`config.mk`:
```
export PLATFORM = sky130hd
export DESIGN_NAME = insertable_array_engine_top
export DESIGN_NICKNAME = d
export VERILOG_FILES = /design/src/sv/iae_pkg.sv /design/src/sv/insertable_array_engine_top.sv
export VERILOG_INCLUDE_DIRS = /design/src /design/src/sv
export SDC_FILE = /design/constraint.sdc
export NUM_CORES = 2
export LEC_CHECK = 0
export ABC_CLOCK_PERIOD_IN_PS = 8650
export BUFFER_PORTS_ARGS = -buffer_cell sky130_fd_sc_hd__buf_2
export CAP_MARGIN = 20
export CORE_AREA = 2 2 369 408
export DETAILED_ROUTE_END_ITERATION = 16
export DIE_AREA = 0 0 371 410
export HOLD_SLACK_MARGIN = 0.05
export PLACE_DENSITY = 0.75
export SYNTH_ARGS = -nofsm -noshare
export SYNTH_HDL_FRONTEND = slang
export SYNTH_SLANG_ARGS = --single-unit
```
`constraint.sdc`:
```
create_clock -name clk -period 8.65 [get_ports clk]
set_input_delay 0.865 -clock clk [delete_from_list [all_inputs] [get_ports clk]]
set_output_delay 0.865 -clock clk [all_outputs]
set_load 0.01 [all_outputs]
```
`src/sv/assert_macros.svh`:
```
// Assertion helpers for the RTL.
`ifndef ASSERT_MACROS_SVH
`define ASSERT_MACROS_SVH

// Same-cycle implication, checked out of reset.
`define ASSERT_IMPL(label, ante, cons) \
	label: assert property (@(posedge clk) disable iff (!arst_n) (ante) |-> (cons)) \
	else $error("same-cycle check failed");

// Next-cycle implication, checked out of reset.
`define ASSERT_NEXT(label, ante, cons) \
	label: assert property (@(posedge clk) disable iff (!arst_n) (ante) |=> (cons)) \
	else $error("next-cycle check failed");

`endif

```
`src/sv/iae_pkg.sv`:
```
`default_nettype none

package iae_pkg;

	localparam int IDX_W     = 7;
	localparam int ECNT_W    = 7;
	localparam int VAL_W     = 32;
	localparam int POS_W     = 8;
	localparam int CAP_W     = 8;
	localparam int MODE_W    = 3;
	localparam int REP_W     = 2;
	localparam int S_DATA_W  = 48;
	localparam int M_DATA_W  = 32;

	localparam logic [CAP_W-1:0] CAP_RESET = 8'd1;
	localparam logic [CAP_W-1:0] CAP_MAX   = 8'd128;

	typedef enum logic [MODE_W-1:0] {
		MODE_INSERT = 3'd0,
		MODE_ERASE  = 3'd1,
		MODE_GET    = 3'd2,
		MODE_SET    = 3'd3,
		MODE_SIZE   = 3'd4,
		MODE_CAP    = 3'd5,
		MODE_PRINT  = 3'd6
	} mode_t;

	typedef enum logic [REP_W-1:0] {
		REP_ELEM  = 2'd0,
		REP_COUNT = 2'd1,
		REP_CAP   = 2'd2
	} report_t;

endpackage

`default_nettype wire

```
`src/sv/insertable_array_engine_top.sv`:
```
// Ordered array of signed 32-bit elements with insert, erase, get, set,
// size, capacity and print requests.
// Input channel s_axis: one word per request. tuser is the mode, tdata holds
// index, count and value, tlast ends an insert run.
// Output channel m_axis: one word per result. tuser is the report kind, tdata
// the reported value, tlast flags the final word of a request.
// The elements live in one single-port-read, single-port-write memory with a
// registered read. Insert and erase move the tail one element per cycle.
// Set writes on acceptance; size and capacity pass through the report state,
// get and print through the read stage, to the output register, print one word
// per cycle while m_axis_tready is high; insert moves the tail, then writes the
// value (at once when appending); erase moves the tail unless no element
// moves. A new request is taken once the move or read pipeline is empty; a
// result parked in the output register does not block it.
// Reset clears count, run offset and the output register and sets capacity
// to 1; memory contents are not cleared. When m_axis_tready is low the output
// register holds its word, a print pauses with one element parked in the read
// stage, and s_axis_tready drops until the stream drains.

`default_nettype none

`include "assert_macros.svh"

module insertable_array_engine_top #(
	parameter int DEPTH = 64
) (
	input  wire                              clk,
	input  wire                              arst_n,
	input  wire                              s_axis_tvalid,
	output logic                             s_axis_tready,
	input  wire  [iae_pkg::S_DATA_W-1:0]     s_axis_tdata,  // index[6:0], count[13:7], value[45:14]
	input  wire  [iae_pkg::MODE_W-1:0]       s_axis_tuser,  // mode[2:0]
	input  wire                              s_axis_tlast,
	output logic                             m_axis_tvalid,
	input  wire                              m_axis_tready,
	output logic [iae_pkg::M_DATA_W-1:0]     m_axis_tdata,  // result_value[31:0]
	output logic [iae_pkg::REP_W-1:0]        m_axis_tuser,  // report[1:0]
	output logic                             m_axis_tlast
);

	localparam int AW = $clog2(DEPTH);
	localparam int CW = $clog2(DEPTH + 1);

	typedef enum logic [2:0] {
		ST_IDLE,
		ST_INS_MOVE,
		ST_INS_PUT,
		ST_ERS_MOVE,
		ST_RD_STREAM,
		ST_EMIT_REG
	} state_t;

	state_t                           state_q;
	logic [CW-1:0]                    cnt_q;
	logic [iae_pkg::CAP_W-1:0]        cap_q;
	logic [iae_pkg::ECNT_W-1:0]       run_off_q;
	logic [AW-1:0]                    ptr_q;
	logic [AW-1:0]                    end_q;
	logic [AW-1:0]                    dlt_q;
	logic [AW-1:0]                    pos_q;
	logic [iae_pkg::VAL_W-1:0]        val_q;
	iae_pkg::report_t                 rep_q;

	logic                             v_s1;
	logic                             wr_s1;
	logic [AW-1:0]                    addr_s1;
	logic                             last_s1;

	logic                             out_valid_q;
	iae_pkg::report_t                 out_rep_q;
	logic [iae_pkg::VAL_W-1:0]        out_val_q;
	logic                             out_last_q;

	logic [iae_pkg::VAL_W-1:0]        mem [DEPTH];
	logic [iae_pkg::VAL_W-1:0]        rd_data_q;

	logic                             accept;
	iae_pkg::mode_t                   in_mode;
	logic [iae_pkg::IDX_W-1:0]        in_idx;
	logic [iae_pkg::ECNT_W-1:0]       in_cnt;
	logic [iae_pkg::VAL_W-1:0]        in_val;
	logic [iae_pkg::POS_W-1:0]        pos_sum;
	logic [iae_pkg::POS_W-1:0]        n_ext;
	logic [iae_pkg::POS_W-1:0]        n_m1;
	logic [iae_pkg::POS_W-1:0]        idx_ext;
	logic [iae_pkg::POS_W-1:0]        avail;
	logic [iae_pkg::POS_W-1:0]        ers_k;
	logic [iae_pkg::POS_W-1:0]        ers_end;
	logic                             ins_ok;
	logic                             idx_ok;
	logic [CW-1:0]                    cnt_inc;

	logic                             out_free;
	logic                             em_load;
	logic                             s1_free;
	logic                             issue;
	logic [AW-1:0]                    issue_dst;
	logic                             issue_wr;
	logic                             issue_last;

	logic                             we;
	logic [AW-1:0]                    waddr;
	logic [iae_pkg::VAL_W-1:0]        wdata;

	assign s_axis_tready = (state_q == ST_IDLE) && !v_s1;
	assign accept        = s_axis_tvalid && s_axis_tready;

	assign in_mode = iae_pkg::mode_t'(s_axis_tuser);
	assign in_idx  = s_axis_tdata[6:0];
	assign in_cnt  = s_axis_tdata[13:7];
	assign in_val  = s_axis_tdata[45:14];

	assign idx_ext = iae_pkg::POS_W'(in_idx);
	assign n_ext   = iae_pkg::POS_W'(cnt_q);
	assign n_m1    = n_ext - iae_pkg::POS_W'(1);
	assign pos_sum = idx_ext + iae_pkg::POS_W'(run_off_q);
	assign ins_ok  = (pos_sum <= n_ext) && (n_ext < iae_pkg::POS_W'(DEPTH));
	assign idx_ok  = idx_ext < n_ext;
	assign avail   = n_ext - idx_ext;
	assign ers_k   = (iae_pkg::POS_W'(in_cnt) > avail) ? avail : iae_pkg::POS_W'(in_cnt);
	assign ers_end = idx_ext + ers_k;
	assign cnt_inc = cnt_q + CW'(1);

	assign out_free = !out_valid_q || m_axis_tready;
	assign em_load  = v_s1 && !wr_s1 && out_free;
	assign s1_free  = !v_s1 || wr_s1 || em_load;

	always_comb begin
		issue      = 1'b0;
		issue_wr   = 1'b0;
		issue_dst  = ptr_q;
		issue_last = 1'b0;
		unique case (state_q)
			ST_INS_MOVE: begin
				issue     = 1'b1;
				issue_wr  = 1'b1;
				issue_dst = ptr_q + AW'(1);
			end
			ST_ERS_MOVE: begin
				issue     = 1'b1;
				issue_wr  = 1'b1;
				issue_dst = ptr_q - dlt_q;
			end
			ST_RD_STREAM: begin
				issue      = s1_free;
				issue_last = ptr_q == end_q;
			end
			default: begin
				issue = 1'b0;
			end
		endcase
	end

	always_comb begin
		we    = 1'b0;
		waddr = addr_s1;
		wdata = rd_data_q;
		priority if (v_s1 && wr_s1) begin
			we = 1'b1;
		end else if (state_q == ST_INS_PUT) begin
			we    = 1'b1;
			waddr = pos_q;
			wdata = val_q;
		end else if (accept && in_mode == iae_pkg::MODE_SET && idx_ok) begin
			we    = 1'b1;
			waddr = in_idx[AW-1:0];
			wdata = in_val;
		end
	end

	always_ff @(posedge clk) begin
		if (we) begin
			mem[waddr] <= wdata;
		end
	end

	always_ff @(posedge clk) begin
		if (issue) begin
			rd_data_q <= mem[ptr_q];
		end
	end

	always_ff @(posedge clk or negedge arst_n) begin
		if (!arst_n) begin
			state_q     <= ST_IDLE;
			cnt_q       <= '0;
			cap_q       <= iae_pkg::CAP_RESET;
			run_off_q   <= '0;
			v_s1        <= 1'b0;
			out_valid_q <= 1'b0;
		end else begin
			// read / move pipeline stage
			if (issue) begin
				v_s1    <= 1'b1;
				wr_s1   <= issue_wr;
				addr_s1 <= issue_dst;
				last_s1 <= issue_last;
			end else if (s1_free) begin
				v_s1 <= 1'b0;
			end

			// output register
			if (em_load) begin
				out_valid_q <= 1'b1;
				out_rep_q   <= iae_pkg::REP_ELEM;
				out_val_q   <= rd_data_q;
				out_last_q  <= last_s1;
			end else if (state_q == ST_EMIT_REG && out_free) begin
				out_valid_q <= 1'b1;
				out_rep_q   <= rep_q;
				out_val_q   <= (rep_q == iae_pkg::REP_COUNT) ?
					iae_pkg::VAL_W'(cnt_q) : iae_pkg::VAL_W'(cap_q);
				out_last_q  <= 1'b1;
			end else if (m_axis_tready) begin
				out_valid_q <= 1'b0;
			end

			unique case (state_q)
				ST_IDLE: begin
					if (accept) begin
						unique case (in_mode)
							iae_pkg::MODE_INSERT: begin
								if (ins_ok) begin
									pos_q <= pos_sum[AW-1:0];
									val_q <= in_val;
									ptr_q <= n_m1[AW-1:0];
									end_q <= pos_sum[AW-1:0];
									state_q <= (pos_sum == n_ext) ? ST_INS_PUT : ST_INS_MOVE;
								end
								if (s_axis_tlast) begin
									run_off_q <= '0;
								end else if (ins_ok) begin
									run_off_q <= run_off_q + iae_pkg::ECNT_W'(1);
								end
							end
							iae_pkg::MODE_ERASE: begin
								if (idx_ok && ers_k != '0) begin
									cnt_q <= cnt_q - CW'(ers_k);
									if (ers_end < n_ext) begin
										ptr_q   <= ers_end[AW-1:0];
										end_q   <= n_m1[AW-1:0];
										dlt_q   <= ers_k[AW-1:0];
										state_q <= ST_ERS_MOVE;
									end
								end
							end
							iae_pkg::MODE_GET: begin
								if (idx_ok) begin
									ptr_q   <= in_idx[AW-1:0];
									end_q   <= in_idx[AW-1:0];
									state_q <= ST_RD_STREAM;
								end
							end
							iae_pkg::MODE_PRINT: begin
								if (cnt_q != '0) begin
									ptr_q   <= '0;
									end_q   <= n_m1[AW-1:0];
									state_q <= ST_RD_STREAM;
								end
							end
							iae_pkg::MODE_SIZE: begin
								rep_q   <= iae_pkg::REP_COUNT;
								state_q <= ST_EMIT_REG;
							end
							iae_pkg::MODE_CAP: begin
								rep_q   <= iae_pkg::REP_CAP;
								state_q <= ST_EMIT_REG;
							end
							default: begin
								state_q <= ST_IDLE;
							end
						endcase
					end
				end
				ST_INS_MOVE: begin
					if (ptr_q == end_q) begin
						state_q <= ST_INS_PUT;
					end else begin
						ptr_q <= ptr_q - AW'(1);
					end
				end
				ST_INS_PUT: begin
					if (!v_s1) begin
						cnt_q <= cnt_inc;
						if (cap_q <= iae_pkg::CAP_W'(cnt_inc) && cap_q < iae_pkg::CAP_MAX) begin
							cap_q <= cap_q << 1;
						end
						state_q <= ST_IDLE;
					end
				end
				ST_ERS_MOVE: begin
					if (ptr_q == end_q) begin
						state_q <= ST_IDLE;
					end else begin
						ptr_q <= ptr_q + AW'(1);
					end
				end
				ST_RD_STREAM: begin
					if (issue) begin
						if (issue_last) begin
							state_q <= ST_IDLE;
						end else begin
							ptr_q <= ptr_q + AW'(1);
						end
					end
				end
				ST_EMIT_REG: begin
					if (out_free) begin
						state_q <= ST_IDLE;
					end
				end
				default: begin
					state_q <= ST_IDLE;
				end
			endcase
		end
	end

	assign m_axis_tvalid = out_valid_q;
	assign m_axis_tdata  = out_val_q;
	assign m_axis_tuser  = out_rep_q;
	assign m_axis_tlast  = out_last_q;

	`ASSERT_IMPL(a_cap_above_count, 1'b1, cap_q > iae_pkg::CAP_W'(cnt_q))
	`ASSERT_IMPL(a_count_in_depth, 1'b1, iae_pkg::POS_W'(cnt_q) <= iae_pkg::POS_W'(DEPTH))
	`ASSERT_NEXT(a_parked_read_holds, v_s1 && !wr_s1 && !out_free, v_s1 && $stable(addr_s1) && $stable(rd_data_q))
	`ASSERT_IMPL(a_put_after_moves, state_q == ST_INS_PUT && !v_s1, !(accept))
	`ASSERT_IMPL(a_reg_report_is_last, out_valid_q && out_rep_q != iae_pkg::REP_ELEM, out_last_q)

endmodule

`default_nettype wire
```
Word level (Yosys, flattened, before mapping). Memories as Yosys holds them, arrays and structs flattened. A register that Yosys moved wholly into a read port is not among the register bits. Cells that the tools add are included.

Eq/ne operators: 37. Muxes and demuxes: 67. Reductions and logical operators: 42. Bitwise logic cells: 1. $add $sub $neg: 10. Order comparisons: 7.

Operators by type and width (number): 2-to-1 mux 32 bit (5); 2-to-1 mux 6 bit (17); one-hot mux 6 bit (4 select lines) (3); 2-to-1 mux 7 bit (6); 2-to-1 mux 3 bit (12); != test 2 bit, second input constant (15); one-hot mux 3 bit (6 select lines) (1); <= comparator 8 x 7 -> 1 bit (2); 2-to-1 mux 8 bit (2); == test 3 bit, second input constant (5); != test 3 bit, second input constant (5); one-hot mux 3 bit (5 select lines) (1); adder 7 x 1 -> 7 bit, second input constant (2); 2-to-1 mux 1 bit (14); one-hot mux 7 bit (2 select lines) (1); AND reduction 13 bit (1); == test 3 x 2 -> 1 bit, second input constant (4); one-hot mux 6 bit (2 select lines) (1); AND reduction 12 bit (1); subtractor 6 x 1 -> 6 bit, second input constant (2); logical AND 1 bit (11); AND reduction 5 bit (2); nonzero test 2 bit (5); AND reduction 9 bit (1); 33 further kinds (45).

Memories kept: 1. Word-level logic and storage cells: 183. Input bits: 56. Flip-flop bits (word level): 128. Output and inout port bits: 37. RAM bits: 2048.

Memories: mem (depth 64, width 32, rd ports 1, clocked after memory_dff 1, write ports 1, line insertable_array_engine_top.sv:74) `logic [iae_pkg::VAL_W-1:0] mem [DEPTH];`.

Longest topological paths before layout.
Depth in word-level cells: 10. Depth in mapped cells: 34. Gate-level depth less buffers: 31.

Worst setup path before layout. No wires, ideal clock.

Path type: input -> register. Start point: input port s_axis_tdata[0] (netlist bit). End point: register ptr_q[0], enable pin. Slack: 1494 ps. Buffers on the path: 2. Library setup time: 363 ps. Arrival time: 6793 ps. Stages: 30. Path through: ha_1 -> inv_1 -> fa_1 -> a211oi_1 -> o21bai_1 -> a21oi_1 -> xor2_1 -> ha_1 -> nand3_1 -> o22a_1 -> o21ai_0 -> or2_2 -> clkbuf_1 -> clkbuf_1 -> o21ai_0 -> ha_1 -> inv_1 -> fa_1 -> inv_1 -> a21o_1 -> a21oi_1 -> xnor2_1 -> ha_1 -> a21o_1 -> a21oi_1 -> o21ai_0 -> a2111oi_2 -> o311ai_1 -> or3b_2 -> a21oi_1.

Word-level cells in the longest chain between the ends: 7. Elaborated cells on any way between the ends: 16. Those cells by class: add/sub (3); order compare (4); eq/ne (4); mux (1); reduce/logical (4).

Ends and longest elaborated chain: from (decl) (line insertable_array_engine_top.sv:31) `input wire [iae_pkg::S_DATA_W-1:0] s_axis_tdata,`; subtractor 7 x 7 -> 8 bit * (line insertable_array_engine_top.sv:119) `assign avail = n_ext - idx_ext;`; > comparator 7 x 8 -> 1 bit (line insertable_array_engine_top.sv:120) `assign ers_k = (iae_pkg::POS_W'(in_cnt) > avail) ? avail : iae_pkg::POS_W'(in_cnt);`; 2-to-1 mux 8 bit * (line insertable_array_engine_top.sv:120); named net ers_k, one bit (line insertable_array_engine_top.sv:87) `logic [iae_pkg::POS_W-1:0] ers_k;`; adder 7 x 8 -> 8 bit / nonzero test 8 bit (equally long branches) (line insertable_array_engine_top.sv:121, insertable_array_engine_top.sv:237); < comparator 8 x 7 -> 1 bit / logical AND 1 bit (equally long branches) (line insertable_array_engine_top.sv:239, insertable_array_engine_top.sv:237); != test 3 bit (no source line); AND reduction 13 bit (no source line) *; to (signal assigned) (line insertable_array_engine_top.sv:226) `ptr_q <= n_m1[AW-1:0];`; to (signal assigned) (line insertable_array_engine_top.sv:240) `ptr_q <= ers_end[AW-1:0];`; to (signal assigned) (line insertable_array_engine_top.sv:249) `ptr_q <= in_idx[AW-1:0];`; to (decl) (line insertable_array_engine_top.sv:57) `logic [AW-1:0] ptr_q;`.

Mark *: on every way through the listed nets, which the timed path passes. The rest lies on a longest branch. A chain may end at the register's enable or synchronous reset.

Worst setup path in the final report.
Start point: register cnt_q[0]. End point: register ptr_q[4], enable pin.

Word-level cells in the longest chain between the ends: 7. Elaborated cells on any way between the ends: 18. Those cells by class: add/sub (2); order compare (5); eq/ne (5); mux (1); reduce/logical (5).

Ends and longest elaborated chain: from (decl) (line insertable_array_engine_top.sv:54) `logic [CW-1:0] cnt_q;`; from (signal assigned) (line insertable_array_engine_top.sv:238) `cnt_q <= cnt_q - CW'(ers_k);`; from (signal assigned) (line insertable_array_engine_top.sv:284) `cnt_q <= cnt_inc;`; subtractor 7 x 7 -> 8 bit * (line insertable_array_engine_top.sv:119); > comparator 7 x 8 -> 1 bit (line insertable_array_engine_top.sv:120); 2-to-1 mux 8 bit * (line insertable_array_engine_top.sv:120); named net ers_k, one bit (line insertable_array_engine_top.sv:87); adder 7 x 8 -> 8 bit / nonzero test 8 bit (equally long branches) (line insertable_array_engine_top.sv:121, insertable_array_engine_top.sv:237); < comparator 8 x 7 -> 1 bit / logical AND 1 bit (equally long branches) (line insertable_array_engine_top.sv:239, insertable_array_engine_top.sv:237); != test 3 bit (no source line); AND reduction 13 bit (no source line) *.

Marked as above.

==> impl_results.md <==
* Status: complete, no violations
* Slew Viols, Final at 0
* Fmax at between 100 and 150 MHz
* Post-synth top flop: edfxtp_1
* Row cnt at approximately 150
* Synthesized area at 0.08831 mm2
* CTS tree: built
* Initial core utilization at between 50% and 60%
* CTS buffer count at 202
* RSZ-0062 raised after global routing: no
* Post-synth top area share at between 70% and 80%
* EDFF count, synth at 2181
* Pre-CTS setup slack at 0.5595 ns
* Final worst path period need at 7.559 ns
* Period Utilization, post-route at between 80% and 90%
* CP delay by family, top: compound AO/OA/AOI/OAI gates
* Static leakage at 32.35 nW
* Die Span X at 371 um
* Worst-skew pair later-pin latency at ~0.86 ns
* Final setup fails at 0
* Post-cts hold buffer count at 0
* Met2 global-route usage at a little under half
* Most frequent cells after synthesis: edfxtp_1, mux2i_1, mux4_2
* Detailed Route Iter0 Violations at 5880
* Slew headroom at about a third
* FFs w/ async S/R, synth at 1.223%
* Clock transition at path regs at roughly 0.07 ns
* CP peak stage delay at 0.52 ns
* Most Crowded Layer GR: met2
* Setup CP Type: register to register
* Final hold slack at around 0.11 ns
* PostCTS Resize Cnt at 0
* Final Cell Area at about 0.1 mm2
* Met3 track demand over resource at 5.141%
* Filler cells at slightly above 9000
* Slowest-stage cell, CP: a2111oi_2
* Chip height at 410 um
* Vias in the first global route at ~47000
* DP Area at between 0.09 and 0.1 mm2
* Pin count of the biggest net entering global routing at 125
* Port Buffers at 90
* Setup Skew at around 0.032 ns
* FF-to-FF path depth at 29
* Placed insts at approximately 6600
* Post-synthesis cell count at between 4000 and 5000
* Hpwl dp at between 100 and 150 mm
* Syn_nets at ~4800
* Hold Crit Class: input pin to async pin
* Multi-input gate area at between 0.02 and 0.025 mm2
* Met1 Use GR at around two fifths
* Critical Path End Type: register
* Layout cell share with drive strength beyond 1 at 20.71%
* Buf/Inv on CP at 4
* Routed Antenna Nets at 0
* Final net count at ~5000
* Worst setup margin at about 1.1 ns
* Gr ovfl total at 0
* RePlAce Congestion at between 0.9 and 1
* Routed vias at 47020
* Maximum clock path buffer count at 3
* Sequential-to-total area share from yosys stat at between 70 and 80%
* Initial antenna violation count at 4
* Power density over the cells at approximately 350 mW/mm2
* Synth Register Bits at between 2000 and 2500
* Synth-to-Final Area Change at 12.07%
* Tot GR Track Use at between 20% and 30%
* Post-Route WL at 220.1 mm
* Synthesized area per cell at around 19 um2
* Final Hold Violating Endpoints at 0
* Cell with the most instances after synthesis: edfxtp_1
* Required @ worst endpoint at between 9 and 10 ns
* Max Cap Viol at 0
* Critical path depth at 29
* Synth unique cells at 88
* Via/cell ratio at between 6 and 7
* CP max FO at 14
* Finished Core Util at between 60% and 70%
* Cells taking the most area after synthesis: edfxtp_1, mux4_2, mux2i_1, o221ai_1, nor2_1
* Root buffer cell: clkbuf_16
* DR WL/cell at 31.50 um
* VDD IR max at ~0.28 mV
* I/O pin cnt at 93
* H-tree depth at 4
* Finished Layout Cells at between 6000 and 7000
* # DRC at 0
* CTS sink count at between 2000 and 2500
* Setup TNS at 0 ns
* Setup Fix Bufs, Post-CTS at 0
* Worst slew pin tran at around 1.0 ns
* Total Power at about 35 mW
* DR pass1 iterations at 6
* Die area at 0.1521 mm2
* Global-route wire length before repair at 317.9 mm
* Sequential cell area at roughly 0.066 mm2
* Placeable Area at approximately 0.15 mm2
* Largest area contributor in the netlist: edfxtp_1
* Syn. warnings at 0
* Critical path arrival at approximately 8 ns
* Critical path launch point type: register
placed cells by master (no fill, tap or decap), types with 66 or more instances in the layout:
cell type,instances
edfxtp_1,2181
mux2i_1,407
mux4_2,347
nor2_1,205
clkbuf_16,205
o221ai_1,181
a21oi_1,158
buf_4,149
o22ai_1,117
buf_2,90
o21ai_0,80
nand2_1,66
nor2_4,66
layout make-up:
type                            count  area share, %
Tap cell                         1963          2.482
Clock inverter                    140          1.431
Multi-Input combinational cell   2138          21.97
Inverter                           54         0.2073
Sequential cell                  2208          66.86
Timing Repair Buffer              247          1.755
Antenna cell                        2       0.005057
Clock buffer                      234          5.293
layer usage:
layer | up-vias | part of all wire, %
li1 | 19550 | -
met1 | 24230 | 37
met2 | 2749 | 48
met3 | 491 | 9.5
met4 | 0 | 5.8
met5 | - | 0
flip-flops by register name, indices dropped and copies added (netlist names), 2 cells and up:
name          flops
addr_s1           6
cap_q             8
cnt_q             7
dlt_q             6
end_q             6
m_axis_tdata     32
m_axis_tuser      2
mem            2048
pos_q             6
ptr_q             6
rd_data_q        32
rep_q             2
run_off_q         7
state_q           3
val_q            32
worst register-to-register path, delay by kind of cell (launching register included):
| kind | cells | cell delay (ns) |
|---|---|---|
| AO/OA/AOI/OAI | 14 | 3.04 |
| adder cells (fa/ha/maj) | 6 | 1.89 |
| AND/OR/NAND/NOR | 3 | 1.00 |
| XOR/XNOR | 2 | 0.62 |
| flip-flops | 1 | 0.38 |
| buffers and inverters | 4 | 0.28 |
power by group:
part | switching [mW] | internal [mW] | total [mW]
clock network | 3.89 | 5.07 | 8.96
registers | 0.266 | 14.5 | 14.7
logic | 7.58 | 3.33 | 10.9
logic make-up after synthesis:
| family | Yosys count | share of synthesized area (%) |
|---|---|---|
| fa+ha+maj | 70 | 1.034 |
| flops | 2208 | 74.93 |
| buf+inv | 308 | 1.481 |
| mux | 766 | 13.62 |
| xor+xnor | 50 | 0.4959 |
| compound gates | 722 | 5.629 |
| simple gates | 530 | 2.812 |
path summary, 6_finish.rpt:
path / start / endpoint / slack [ns]
hold / removal: arst_n / cnt_q[2] / 0.11
setup reg to reg: cnt_q[0] / ptr_q[4] / 1.09
max in group asynchronous: arst_n / state_q[2] / 7.99
setup / recovery: cnt_q[0] / ptr_q[4] / 1.09
min in group clk: s_axis_tdata[36] / val_q[22] / 0.20
hold reg to reg: cap_q[0] / cap_q[0] / 0.52
Note: power is estimated with default switching activity, not from simulation.
